--- src/rtl/cvel_pkg.sv ---
// Shared constants and types for the cell voltage extreme locator.
`default_nettype none

package cvel_pkg;

    localparam int VOLT_W       = 16;
    localparam int SUM_W        = 23;
    localparam int CELL_COUNT_W = 8;
    localparam int MOD_NUM_W    = 3;
    localparam int CHAN_NUM_W   = 6;
    localparam int NUM_MASKS    = 4;
    localparam int MASK_W       = 32;
    localparam int MASK_SEL_W   = 2;
    localparam int CHAN_SEL_W   = 5;
    localparam int CFG_IDX_W    = 3;
    localparam int CFG_DATA_W   = 32;

    localparam logic [SUM_W-1:0]  SUM_LIMIT     = 23'h7fffff;
    localparam logic [VOLT_W-1:0] VOLT_ALL_ONES = 16'hffff;

    localparam logic [CELL_COUNT_W-1:0] CELL_COUNT_RESET   = 8'd128;
    localparam logic [MOD_NUM_W-1:0]    MODULE_COUNT_RESET = 3'd4;
    localparam logic [MASK_W-1:0]       MASK_RESET         = 32'hffffffff;

    typedef enum logic [CFG_IDX_W-1:0] {
        REG_CELL_COUNT   = 3'd0,
        REG_MODULE_COUNT = 3'd1,
        REG_MASK0        = 3'd2,
        REG_MASK1        = 3'd3,
        REG_MASK2        = 3'd4,
        REG_MASK3        = 3'd5
    } cfg_reg_t;

    typedef enum logic [1:0] {
        LOC_IDLE,
        LOC_SEARCH,
        LOC_OUT
    } loc_state_t;

endpackage

`default_nettype wire

--- src/rtl/cell_voltage_extreme_locator_top.sv ---
// Top level of the cell voltage extreme locator: config registers and front/queue/back.
`default_nettype none

// Cell voltages enter one beat per cycle on the input channel, in logical cell
// order; after cell_count beats (0 taken as 1, capped at MAX_CELLS) the scan
// closes and one result beat carries the highest and lowest voltage, the
// module/channel position of each (first occurrence wins on ties) and the
// saturated pack sum. The front end takes a beat every cycle unless in_stall is
// high and pushes each closed scan into a two-entry record queue; it raises
// in_stall only while that queue is full. The back end pops a record and walks
// the cell-present masks one channel bit per cycle, counting set bits until
// both indexes are mapped or the last channel of the last searched module is
// reached; with a module count of 0 it skips the walk. A locate pass runs from
// the pop through the mask walk to the result beat, which holds while out_stall
// is high. The front end keeps taking cells while earlier scans are located;
// when scans close faster than locate passes finish, the queue fills and
// in_stall holds the input. A position that the masks cannot supply keeps the
// module/channel reported for the previous scan (0 after reset). Configuration
// writes are always taken (cfg_ready is tied high) and should be issued only
// while the block is idle; an unknown register index is dropped.
module cell_voltage_extreme_locator_top #(
    parameter int MAX_MODULES         = 4,
    parameter int CHANNELS_PER_MODULE = 32,
    parameter int MAX_CELLS           = 128
) (
    input  wire logic                               clk,
    input  wire logic                               rst_n,
    input  wire logic                               in_valid,
    output logic                                    in_stall,
    input  wire logic [cvel_pkg::VOLT_W-1:0]        cell_voltage,
    output logic                                    out_valid,
    input  wire logic                               out_stall,
    output logic [cvel_pkg::VOLT_W-1:0]             max_voltage,
    output logic [cvel_pkg::MOD_NUM_W-1:0]          max_module,
    output logic [cvel_pkg::CHAN_NUM_W-1:0]         max_channel,
    output logic [cvel_pkg::VOLT_W-1:0]             min_voltage,
    output logic [cvel_pkg::MOD_NUM_W-1:0]          min_module,
    output logic [cvel_pkg::CHAN_NUM_W-1:0]         min_channel,
    output logic [cvel_pkg::SUM_W-1:0]              pack_sum,
    input  wire logic                               cfg_valid,
    output logic                                    cfg_ready,
    input  wire logic [cvel_pkg::CFG_IDX_W-1:0]     cfg_index,
    input  wire logic [cvel_pkg::CFG_DATA_W-1:0]    cfg_data
);
    import cvel_pkg::*;

    // index width of a logical cell within one scan
    localparam int IDX_W = (MAX_CELLS > 1) ? $clog2(MAX_CELLS) : 1;
    // scan record: max, max index, min, min index, sum
    localparam int REC_W = 2 * VOLT_W + 2 * IDX_W + SUM_W;

    logic [CELL_COUNT_W-1:0]             cell_count_reg;
    logic [MOD_NUM_W-1:0]                module_count_reg;
    logic [NUM_MASKS-1:0][MASK_W-1:0]    mask_reg;

    logic             in_accept;
    logic             push;
    logic             pop;
    logic             q_full;
    logic             q_empty;
    logic [REC_W-1:0] push_data;
    logic [REC_W-1:0] pop_data;

    assign cfg_ready = 1'b1;

    // hold the front whenever the record queue has no room
    assign in_stall  = q_full;
    assign in_accept = in_valid && !in_stall;

    // configuration register file; unknown indexes drop the beat
    always_ff @(posedge clk or negedge rst_n)
    begin
        if (!rst_n)
        begin
            cell_count_reg   <= CELL_COUNT_RESET;
            module_count_reg <= MODULE_COUNT_RESET;
            mask_reg         <= {NUM_MASKS{MASK_RESET}};
        end
        else if (cfg_valid && cfg_ready)
        begin
            unique case (cfg_reg_t'(cfg_index))
                REG_CELL_COUNT:   cell_count_reg   <= cfg_data[CELL_COUNT_W-1:0];
                REG_MODULE_COUNT: module_count_reg <= cfg_data[MOD_NUM_W-1:0];
                REG_MASK0:        mask_reg[0]      <= cfg_data[MASK_W-1:0];
                REG_MASK1:        mask_reg[1]      <= cfg_data[MASK_W-1:0];
                REG_MASK2:        mask_reg[2]      <= cfg_data[MASK_W-1:0];
                REG_MASK3:        mask_reg[3]      <= cfg_data[MASK_W-1:0];
                default:
                begin
                end
            endcase
        end
    end

    cvel_front #(
        .MAX_CELLS (MAX_CELLS),
        .IDX_W     (IDX_W),
        .REC_W     (REC_W)
    ) u_front (
        .clk          (clk),
        .rst_n        (rst_n),
        .accept       (in_accept),
        .cell_voltage (cell_voltage),
        .cell_count   (cell_count_reg),
        .push         (push),
        .push_data    (push_data)
    );

    cvel_queue #(
        .REC_W (REC_W)
    ) u_queue (
        .clk       (clk),
        .rst_n     (rst_n),
        .push      (push),
        .push_data (push_data),
        .pop       (pop),
        .pop_data  (pop_data),
        .full      (q_full),
        .empty     (q_empty)
    );

    cvel_back #(
        .MAX_MODULES         (MAX_MODULES),
        .CHANNELS_PER_MODULE (CHANNELS_PER_MODULE),
        .IDX_W               (IDX_W),
        .REC_W               (REC_W)
    ) u_back (
        .clk          (clk),
        .rst_n        (rst_n),
        .q_empty      (q_empty),
        .q_data       (pop_data),
        .pop          (pop),
        .module_count (module_count_reg),
        .masks        (mask_reg),
        .out_valid    (out_valid),
        .out_stall    (out_stall),
        .max_voltage  (max_voltage),
        .max_module   (max_module),
        .max_channel  (max_channel),
        .min_voltage  (min_voltage),
        .min_module   (min_module),
        .min_channel  (min_channel),
        .pack_sum     (pack_sum)
    );

endmodule

`default_nettype wire

--- src/rtl/cvel_front.sv ---
// Front end: accepts cell beats and keeps running extremes and pack sum.
`default_nettype none

module cvel_front #(
    parameter int MAX_CELLS = 128,
    parameter int IDX_W     = 7,
    parameter int REC_W     = 69
) (
    input  wire logic                             clk,
    input  wire logic                             rst_n,
    input  wire logic                             accept,
    input  wire logic [cvel_pkg::VOLT_W-1:0]      cell_voltage,
    input  wire logic [cvel_pkg::CELL_COUNT_W-1:0] cell_count,
    output logic                                  push,
    output logic [REC_W-1:0]                      push_data
);
    import cvel_pkg::*;

    localparam int SEEN_W = (MAX_CELLS > 1) ? $clog2(MAX_CELLS + 1) : 1;
    localparam int LIM_W  = (SEEN_W > CELL_COUNT_W) ? SEEN_W : CELL_COUNT_W;

    logic [VOLT_W-1:0] max_reg, max_next;
    logic [VOLT_W-1:0] min_reg, min_next;
    logic [IDX_W-1:0]  max_idx_reg, max_idx_next;
    logic [IDX_W-1:0]  min_idx_reg, min_idx_next;
    logic [SUM_W-1:0]  sum_reg, sum_next;
    logic [SEEN_W-1:0] seen_reg, seen_inc;
    logic [SUM_W:0]    sum_wide;
    logic [LIM_W-1:0]  lim_raw, lim;
    logic              scan_end;

    always_comb
    begin
        lim_raw = (cell_count == '0) ? LIM_W'(1) : LIM_W'(cell_count);
        lim     = (lim_raw > LIM_W'(MAX_CELLS)) ? LIM_W'(MAX_CELLS) : lim_raw;

        max_next     = max_reg;
        max_idx_next = max_idx_reg;
        if (cell_voltage > max_reg)
        begin
            max_next     = cell_voltage;
            max_idx_next = IDX_W'(seen_reg);
        end
        min_next     = min_reg;
        min_idx_next = min_idx_reg;
        if (cell_voltage < min_reg)
        begin
            min_next     = cell_voltage;
            min_idx_next = IDX_W'(seen_reg);
        end

        // saturate the pack sum
        sum_wide = {1'b0, sum_reg} + (SUM_W + 1)'(cell_voltage);
        sum_next = (sum_wide > {1'b0, SUM_LIMIT}) ? SUM_LIMIT : sum_wide[SUM_W-1:0];

        seen_inc = seen_reg + SEEN_W'(1);
        scan_end = (LIM_W'(seen_inc) >= lim);
        push     = accept && scan_end;
        push_data = {max_next, max_idx_next, min_next, min_idx_next, sum_next};
    end

    always_ff @(posedge clk or negedge rst_n)
    begin
        if (!rst_n)
        begin
            max_reg     <= '0;
            min_reg     <= VOLT_ALL_ONES;
            max_idx_reg <= '0;
            min_idx_reg <= '0;
            sum_reg     <= '0;
            seen_reg    <= '0;
        end
        else if (accept)
        begin
            if (scan_end)
            begin
                max_reg     <= '0;
                min_reg     <= VOLT_ALL_ONES;
                max_idx_reg <= '0;
                min_idx_reg <= '0;
                sum_reg     <= '0;
                seen_reg    <= '0;
            end
            else
            begin
                max_reg     <= max_next;
                min_reg     <= min_next;
                max_idx_reg <= max_idx_next;
                min_idx_reg <= min_idx_next;
                sum_reg     <= sum_next;
                seen_reg    <= seen_inc;
            end
        end
    end

    a_seen_in_range: assert property (@(posedge clk) disable iff (!rst_n)
        LIM_W'(seen_reg) < LIM_W'(MAX_CELLS))
        else $error("cells seen reached the scan ceiling without closing the scan");

    a_push_clears: assert property (@(posedge clk) disable iff (!rst_n)
        push |=> (seen_reg == '0) && (sum_reg == '0))
        else $error("scan state not cleared after closing a scan");

endmodule

`default_nettype wire

--- src/rtl/cvel_queue.sv ---
// Two-entry queue carrying closed scan records from front to back.
`default_nettype none

module cvel_queue #(
    parameter int REC_W = 69
) (
    input  wire logic             clk,
    input  wire logic             rst_n,
    input  wire logic             push,
    input  wire logic [REC_W-1:0] push_data,
    input  wire logic             pop,
    output logic [REC_W-1:0]      pop_data,
    output logic                  full,
    output logic                  empty
);
    import cvel_pkg::*;

    logic [REC_W-1:0] entry_reg [2];
    logic             wr_ptr_reg;
    logic             rd_ptr_reg;
    logic [1:0]       count_reg;

    assign full     = (count_reg == 2'd2);
    assign empty    = (count_reg == 2'd0);
    assign pop_data = entry_reg[rd_ptr_reg];

    always_ff @(posedge clk)
    begin
        if (push)
        begin
            entry_reg[wr_ptr_reg] <= push_data;
        end
    end

    always_ff @(posedge clk or negedge rst_n)
    begin
        if (!rst_n)
        begin
            wr_ptr_reg <= 1'b0;
            rd_ptr_reg <= 1'b0;
            count_reg  <= 2'd0;
        end
        else
        begin
            if (push)
            begin
                wr_ptr_reg <= ~wr_ptr_reg;
            end
            if (pop)
            begin
                rd_ptr_reg <= ~rd_ptr_reg;
            end
            if (push && !pop)
            begin
                count_reg <= count_reg + 2'd1;
            end
            else if (pop && !push)
            begin
                count_reg <= count_reg - 2'd1;
            end
        end
    end

    a_no_overflow: assert property (@(posedge clk) disable iff (!rst_n)
        push |-> !full)
        else $error("record pushed into a full queue");

    a_no_underflow: assert property (@(posedge clk) disable iff (!rst_n)
        pop |-> !empty)
        else $error("record popped from an empty queue");

endmodule

`default_nettype wire

--- src/rtl/cvel_back.sv ---
// Back end: maps extreme indexes to module/channel by a bit-serial mask walk.
`default_nettype none

module cvel_back #(
    parameter int MAX_MODULES         = 4,
    parameter int CHANNELS_PER_MODULE = 32,
    parameter int IDX_W               = 7,
    parameter int REC_W               = 69
) (
    input  wire logic                                         clk,
    input  wire logic                                         rst_n,
    input  wire logic                                         q_empty,
    input  wire logic [REC_W-1:0]                             q_data,
    output logic                                              pop,
    input  wire logic [cvel_pkg::MOD_NUM_W-1:0]               module_count,
    input  wire logic [cvel_pkg::NUM_MASKS-1:0][cvel_pkg::MASK_W-1:0] masks,
    output logic                                              out_valid,
    input  wire logic                                         out_stall,
    output logic [cvel_pkg::VOLT_W-1:0]                       max_voltage,
    output logic [cvel_pkg::MOD_NUM_W-1:0]                    max_module,
    output logic [cvel_pkg::CHAN_NUM_W-1:0]                   max_channel,
    output logic [cvel_pkg::VOLT_W-1:0]                       min_voltage,
    output logic [cvel_pkg::MOD_NUM_W-1:0]                    min_module,
    output logic [cvel_pkg::CHAN_NUM_W-1:0]                   min_channel,
    output logic [cvel_pkg::SUM_W-1:0]                        pack_sum
);
    import cvel_pkg::*;

    localparam int MOD_LIMIT = (MAX_MODULES < NUM_MASKS) ? MAX_MODULES : NUM_MASKS;
    localparam int MOD_W     = (MOD_LIMIT > 1) ? $clog2(MOD_LIMIT) : 1;
    localparam int CH_W      = (CHANNELS_PER_MODULE > 1) ? $clog2(CHANNELS_PER_MODULE) : 1;
    localparam int CNT_W     = $clog2(MOD_LIMIT * CHANNELS_PER_MODULE + 1);
    localparam int CMP_W     = (CNT_W > IDX_W) ? CNT_W : IDX_W;

    loc_state_t state_reg, state_next;

    logic [VOLT_W-1:0]     cur_max_reg, cur_min_reg;
    logic [IDX_W-1:0]      cur_max_idx_reg, cur_min_idx_reg;
    logic [SUM_W-1:0]      cur_sum_reg;
    logic [MOD_W-1:0]      mod_reg;
    logic [CH_W-1:0]       chan_reg;
    logic [CNT_W-1:0]      cnt_reg;
    logic                  max_found_reg, min_found_reg;
    logic [MOD_NUM_W-1:0]  kept_max_mod_reg, kept_min_mod_reg;
    logic [CHAN_NUM_W-1:0] kept_max_ch_reg, kept_min_ch_reg;

    logic [MOD_NUM_W-1:0]  mods_eff;
    logic                  bit_set, hit_max, hit_min, last_chan, last_mod, walk_done;
    logic [MOD_NUM_W-1:0]  pos_mod;
    logic [CHAN_NUM_W-1:0] pos_ch;

    always_comb
    begin
        mods_eff  = (module_count > MOD_NUM_W'(MOD_LIMIT)) ? MOD_NUM_W'(MOD_LIMIT)
                                                           : module_count;
        bit_set   = masks[MASK_SEL_W'(mod_reg)][CHAN_SEL_W'(chan_reg)];
        hit_max   = bit_set && !max_found_reg &&
                    (CMP_W'(cnt_reg) == CMP_W'(cur_max_idx_reg));
        hit_min   = bit_set && !min_found_reg &&
                    (CMP_W'(cnt_reg) == CMP_W'(cur_min_idx_reg));
        pos_mod   = MOD_NUM_W'(mod_reg) + MOD_NUM_W'(1);
        pos_ch    = CHAN_NUM_W'(chan_reg) + CHAN_NUM_W'(1);
        last_chan = (chan_reg == CH_W'(CHANNELS_PER_MODULE - 1));
        last_mod  = (pos_mod == mods_eff);
        walk_done = (last_chan && last_mod) ||
                    ((max_found_reg || hit_max) && (min_found_reg || hit_min));

        state_next = state_reg;
        pop        = 1'b0;
        unique case (state_reg)
            LOC_IDLE:
            begin
                if (!q_empty)
                begin
                    pop        = 1'b1;
                    state_next = (mods_eff == '0) ? LOC_OUT : LOC_SEARCH;
                end
            end
            LOC_SEARCH:
            begin
                if (walk_done)
                begin
                    state_next = LOC_OUT;
                end
            end
            LOC_OUT:
            begin
                if (!out_stall)
                begin
                    state_next = LOC_IDLE;
                end
            end
            default:
            begin
                state_next = LOC_IDLE;
            end
        endcase

        out_valid   = (state_reg == LOC_OUT);
        max_voltage = cur_max_reg;
        max_module  = kept_max_mod_reg;
        max_channel = kept_max_ch_reg;
        min_voltage = cur_min_reg;
        min_module  = kept_min_mod_reg;
        min_channel = kept_min_ch_reg;
        pack_sum    = cur_sum_reg;
    end

    always_ff @(posedge clk or negedge rst_n)
    begin
        if (!rst_n)
        begin
            state_reg <= LOC_IDLE;
        end
        else
        begin
            state_reg <= state_next;
        end
    end

    // record payload, latched at pop
    always_ff @(posedge clk)
    begin
        if (pop)
        begin
            {cur_max_reg, cur_max_idx_reg, cur_min_reg, cur_min_idx_reg, cur_sum_reg}
                <= q_data;
        end
    end

    always_ff @(posedge clk or negedge rst_n)
    begin
        if (!rst_n)
        begin
            mod_reg          <= '0;
            chan_reg         <= '0;
            cnt_reg          <= '0;
            max_found_reg    <= 1'b0;
            min_found_reg    <= 1'b0;
            kept_max_mod_reg <= '0;
            kept_max_ch_reg  <= '0;
            kept_min_mod_reg <= '0;
            kept_min_ch_reg  <= '0;
        end
        else if (pop)
        begin
            mod_reg       <= '0;
            chan_reg      <= '0;
            cnt_reg       <= '0;
            max_found_reg <= 1'b0;
            min_found_reg <= 1'b0;
        end
        else if (state_reg == LOC_SEARCH)
        begin
            // a miss leaves the kept position untouched
            if (hit_max)
            begin
                max_found_reg    <= 1'b1;
                kept_max_mod_reg <= pos_mod;
                kept_max_ch_reg  <= pos_ch;
            end
            if (hit_min)
            begin
                min_found_reg    <= 1'b1;
                kept_min_mod_reg <= pos_mod;
                kept_min_ch_reg  <= pos_ch;
            end
            if (bit_set)
            begin
                cnt_reg <= cnt_reg + CNT_W'(1);
            end
            if (last_chan)
            begin
                chan_reg <= '0;
                mod_reg  <= mod_reg + MOD_W'(1);
            end
            else
            begin
                chan_reg <= chan_reg + CH_W'(1);
            end
        end
    end

    a_pop_leaves_idle: assert property (@(posedge clk) disable iff (!rst_n)
        pop |=> (state_reg != LOC_IDLE))
        else $error("pop did not start a locate pass");

    a_kept_module_range: assert property (@(posedge clk) disable iff (!rst_n)
        (kept_max_mod_reg <= MOD_NUM_W'(MOD_LIMIT)) &&
        (kept_min_mod_reg <= MOD_NUM_W'(MOD_LIMIT)))
        else $error("kept module number beyond searched modules");

endmodule

`default_nettype wire

--- config.mk ---
export PLATFORM = sky130hd
export DESIGN_NAME = cell_voltage_extreme_locator_top
export DESIGN_NICKNAME = d
export VERILOG_FILES = /design/src/rtl/cvel_pkg.sv /design/src/rtl/cell_voltage_extreme_locator_top.sv /design/src/rtl/cvel_front.sv /design/src/rtl/cvel_queue.sv /design/src/rtl/cvel_back.sv
export SDC_FILE = /design/constraint.sdc
export NUM_CORES = 1
export LEC_CHECK = 0
export ABC_AREA = 1
export BUFFER_PORTS_ARGS = -buffer_cell sky130_fd_sc_hd__buf_2
export CORE_MARGIN = 1
export CORE_UTILIZATION = 47
export DETAILED_ROUTE_END_ITERATION = 10
export GPL_TIMING_DRIVEN = 1
export SLEW_MARGIN = 20
export SYNTH_ARGS = -nofsm -noshare
export SYNTH_HDL_FRONTEND = slang
export SYNTH_SLANG_ARGS = --single-unit
--- constraint.sdc ---
create_clock -name clk -period 7.6 [get_ports clk]
set_clock_uncertainty 0.2 [all_clocks]
set_input_delay 1.14 -clock clk [delete_from_list [all_inputs] [get_ports clk]]
set_output_delay 1.14 -clock clk [all_outputs]
set_load 0.005 [all_outputs]
; Word level (Yosys, flattened, before mapping)
; Memory sizes are Yosys's and may differ from the RTL's. A register that Yosys moved wholly into a read port is not among the register bits.
; Cells that the tools add are included.
[totals]
ff_bits = 257
mem_bits_rw = 138
in_bits = 56
out_inout_bits = 76
word_cells = 147
n_memories = 1
[memory_table]
columns = memory, words, word_bits, rd, rd_ports_with_merged_regs, write_ports, line
row1 = u_queue.entry_reg, 2, 69, 1, 1, 1, cvel_queue.sv:18  ; logic [REC_W-1:0] entry_reg [2];
[op_classes]
n_addsub = 9
order_cmp = 8
eq_ne = 15
muxes = 44
bitwise = 3
reduce_logical = 42
[ops]
columns = operator, count
row1 = $bmux 32 s2, 1
row2 = $mux 16, 4
row3 = $mux 8, 6
row4 = $mux 23, 2
row5 = $mux 32, 1
row6 = $mux 7, 4
row7 = $add 23x16->24, 1
row8 = $gt 24x23->1 const B, 1
row9 = $reduce_and 2->1, 10
row10 = $mux 2, 9
row11 = $add 8x1->8 const B, 2
row12 = $eq 8x7->1, 2
row13 = $gt 16x16->1, 1
row14 = $lt 16x16->1, 1
row15 = $mux 5, 3
row16 = $reduce_bool 2->1, 6
row17 = $mux 1, 11
row18 = $logic_and 1x1->1, 10
row19 = $reduce_and 3->1, 3
row20 = $ge 8x8->1, 1
row21 = $gt 8x8->1 const B, 1
row22 = $logic_not 8->1, 1
row23 = $add 5x1->6 const B, 1
row24 = $eq 3x2->1 const B, 2
row25 = 23 further kinds, 37

; Longest topological paths before layout
[logic_depth]
word_depth = 11
ltp_mapped = 17
depth_no_buf = 16

; Hierarchy
; From an unflattened synthesis, not the netlist that was laid out.
[hier_totals]
hier_cells = 2412
hier_area_um2 = 23059.6
[modules_own_cells]
columns = mod, n_inst, cells_per_inst, area_each_um2, seq_area_each_um2
row1 = cvel_front, 1, 971, 6548.8, 1946.9
row2 = cell_voltage_extreme_locator_top, 1, 615, 5656.7, 3641.0
row3 = cvel_queue, 1, 240, 5537.8, 4244.1
row4 = cvel_back, 1, 586, 5316.3, 2997.9

; Worst setup path after synthesis
; No wires, ideal clock.
[synth_path]
kind = reg-to-reg
start = register u_front.seen_reg[2]
end = memory u_queue.entry_reg[1][0], enable pin
setup_time_ps = 498
arrival_ps = 4838
required_time_ps = 6902
setup_slack_ps = 2064
path_stages_with_launch = 13
n_path_buf = 0
period_less_slack_ps = 5536
path_cell_list = dfrtp_1 inv_1 nor3_1 nand3_1 nor3_1 xor2_1 ha_1 nand2_1 nor2_1 nand4_1 o2111ai_1 nand2_1 nor2_1
[synth_via]
elab_chain_len = 5
[synth_lines]
columns = element, line
row1 = from (decl), cvel_front.sv:27  ; logic [SEEN_W-1:0] seen_reg, seen_inc;
row2 = from (signal assigned), cvel_front.sv:91  ; seen_reg <= seen_inc;
row3 = $add 8x1->8, cvel_front.sv:56  ; seen_inc = seen_reg + SEEN_W'(1);
row4 = $ge 8x8->1, cvel_front.sv:57  ; scan_end = (LIM_W'(seen_inc) >= lim);
row5 = $logic_and 1x1->1, cvel_front.sv:58  ; push = accept && scan_end;
row6 = $mux 1, cvel_queue.sv:29  ; if (push)
row7 = $mux 1 (not written as such), cvel_queue.sv:31  ; entry_reg[wr_ptr_reg] <= push_data;
row8 = to (decl), cvel_queue.sv:18
; No other way between the ends.

; Worst setup path in the final report
[layout_path]
start = register u_front.seen_reg[0]
end = memory u_queue.entry_reg[1][17], enable pin
; The elaborated chain is that of the path after synthesis.

==> results.py <==
metrics = {
    "clock_network": {
        "cts.sinks": 464,
        "cts_tree": "yes",
        "path_clk_slew_ns": 0.06,
        "clk_root_buffer_cell": "clkbuf_16",
        "h-tree-depth": 2,
        "cts_buffers": 50,
        "clockBufferDepth": 3,
        "hold_buffers": 0,
        "cts_resized": 0,
        "clkLatencyLatePin_ns": 0.59,
        "postCtsSetupRepairBufs": 0,
    },
    "synthesis": {
        "synth_cells": 2184,
        "synth_edf_count": 207,
        "syn_area_per_cell_sq_um": 9.64,
        "synth.top_cells.by_count": "731 x nand2_1, 207 x edfxtp_1, 192 x o21ai_0",
        "yosysMostFrequentCell": "nand2_1",
        "yosysUniqueCellTypes": 48,
        "yosysSeqAreaShare_pct": 60.9,
        "synthTopCellsByArea": "edfxtp_1 30%, dfstp_2 18%, dfrtp_1 13%, nand2_1 13%, o21ai_0 4.6%",
        "synth_fp_nets": 2302,
        "yosys.area.top_type": "edfxtp_1",
        "yosysTopAreaCellShare_pct": 29.5,
        "synth_seq_cells": 464,
        "synthFlopType": "edfxtp_1",
        "synth_async_sr_flop_share_pct": 55.4,
        "synth-warning-count": 0,
        "syn_area_sq_um": 21100,
    },
    "sta": {
        "worst_hold_slack_ns": 0.286,
        "max_freq_mhz": 228,
        "finalCritPeriodShare_pct": 57.6,
        "tightest_slew_ns": 1.04,
        "period_needed_ns": 4.38,
        "slew_viol_final": 0,
        "max-slew-margin-rel_pct": 29.9,
        "setup_violations": 0,
        "rsz0062_at_grt": "false",
        "hold_viol_final": 0,
        "setup_tns_ns": 0,
    },
    "status": {
        "status": "complete, no violations",
    },
    "worst_setup_path": {
        "end_kind": "register",
        "crit_fanout": 43,
        "slowest_stage": "nor2_4",
        "critPathArrivalTime_ns": 4.38,
        "crit_chain": "inv_1, nor3_1, nand3_1, nor3_1, xor2_1, ha_1, nand2_1, nor2_1, nand4_1, o2111ai_1, nand2_1, nor2_4, buf_4",
        "worstPathRequired_ns": 7.61,
        "critPathTopFamily": "simple AND/OR/NAND/NOR gates",
        "crit_type": "reg2reg",
        "critPathBufInv": 2,
        "crit_path_max_incr_delay_ns": 0.69,
        "start_kind": "register",
    },
    "floorplanning": {
        "pin_count": 132,
        "core_area_sq_um": 44200,
        "die-area_sq_um": 45700,
        "rows": 77,
        "die_w_um": 214,
        "die_y_um": 214,
        "start_util_pct": 47.6,
    },
    "place": {
        "placed_area_sq_um": 22200,
        "dp.cells": 2828,
        "port_buffers": 130,
        "globalplace.congestion": 0.864,
        "dp_hpwl_um": 31200,
    },
    "global_routing": {
        "overflow": 0,
        "grt_pass1_wl_um": 79700,
        "grt_use_total_pct": 22.4,
        "first_global_vias": 14500,
        "grt_max_degree": 137,
        "antenna_found_initial": 3,
    },
    "final_layout": {
        "regArea_sq_um": 12800,
        "fin_nets": 2407,
        "area_growth_pct": 13.5,
        "n_fill_cell": 3902,
        "largest_reg_flops": 138,
        "drive_above_1_share_pct": 17.4,
        "design_area_sq_um": 23900,
        "diodes": 0,
        "multi_input_area_sq_um": 7190,
        "finalNonFillerCells": 2922,
    },
    "flow_run": {
        "max_cap_viol_count": 0,
    },
    "power": {
        "peakVddDrop_mv": 0.262,
        "powerDensity_nw_per_um2": 401,
        "seqPwrFrac_pct": 42.9,
        "p_clk_share_pct": 25.4,
        "swShare_pct": 35.5,
        "p_sw_mw": 3.41,
        "p_leak_nw": 10.5,
        "p_int_mw": 6.18,
        "pwr-share-comb_pct": 31.7,
    },
    "worst_hold_path": {
        "hold_path.class": "in2async",
    },
    "route": {
        "wire_per_inst_um": 17.2,
        "drc_errors": 0,
        "firstDrtPassIters": 7,
        "drtAntennaViolNets": 0,
        "postRouteWirelength_um": 50200,
        "drt-initial-drc-count": 1167,
        "viasPerCell": 5.22,
        "routed-via-count": 15200,
    },
}
## layout by cell type, fill, tap and decap left out, drive strengths merged, types with 25 or more instances in the layout
cell type and n:
nand2 733, o21ai 238, edfxtp 207, inv 164, nand3 162, buf 151
dfstp 146, dfrtp 111, clkbuf 65, nor2 64, ha 61, a21oi 60
o22ai 26, clkinv 25
## power by group through the flow
stage                     Sequential [mW]  Combinational, mW  Clock (mW)
after CTS                            4.12               3.07        2.50
after global placement               4.14               2.99           0
after floorplan                      4.10               2.03           0
final                                4.11               3.04        2.44
after detailed placement             4.15               3.05           0
after global routing                 4.20               3.44        2.60
## path summary, 6_finish.rpt
path | start | end | slack (ns) | cells after the start
setup / recovery | u_front.seen_reg[0] | u_queue.entry_reg[1][17] | 3.22 | 13
hold / removal | rst_n | u_back.cnt_reg[6] | 0.29 | 1
setup reg to reg | u_front.seen_reg[0] | u_queue.entry_reg[1][17] | 3.22 | 13
hold reg to reg | u_front.max_idx_reg[5] | u_front.max_idx_reg[5] | 0.29 | 2
max in group asynchronous | rst_n | u_front.sum_reg[17] | 5.43 | 3
min in group clk | u_front.max_idx_reg[5] | u_front.max_idx_reg[5] | 0.29 | 2
## layout make-up
type	instances	share of cell area [%]
Multi-Input combinational cell	1455	30.1
Timing Repair Buffer	151	3.56
Clock inverter	28	1.03
Tap cell	592	3.10
Inverter	167	2.63
Clock buffer	65	5.90
Sequential cell	464	53.7
## worst reg2reg max path: stages (launching register included)
cell and delay, ns:
dfrtp_1 0.38, inv_1 0.10, nor3_1 0.32, nand3_1 0.19
nor3_1 0.22, xor2_1 0.12, ha_1 0.32, nand2_1 0.07
nor2_1 0.14, nand4_1 0.09, o2111ai_1 0.20, nand2_1 0.24
nor2_4 0.69, buf_4 0.68
## cells by family (layout without fill, tap and decap cells)
| logic type | Yosys count | count (layout) | synth area share [%] |
|---|---|---|---|
| other cells | 1 | 1 | 0.0178 |
| simple gates | 991 | 991 | 19.1 |
| flops | 464 | 464 | 60.9 |
| compound gates | 365 | 365 | 9.58 |
| buf+inv | 265 | 411 | 5.15 |
| fa+ha+maj | 62 | 62 | 3.72 |
| xor+xnor | 36 | 36 | 1.50 |
## stage by stage
stage	total power, mW	utilization (%)	setup slack (ns)
floorplan	6.13	-	2.06
global placement	7.12	50.2	3.33
detailed placement	7.20	50.2	3.18
CTS	9.69	54.0	3.16
global route	10.2	54.0	2.87
finish	9.59	54.0	3.22
## layer usage
metal	GRT usage, %	up-vias	part of all wire (%)
li1	-	7507	-
met1	33.2	7306	48
met2	34.0	350	45
met3	3.51	73	4.8
met4	6.75	6	2.1
met5	0	-	0.074
Power figures use the tool's default switching activity.
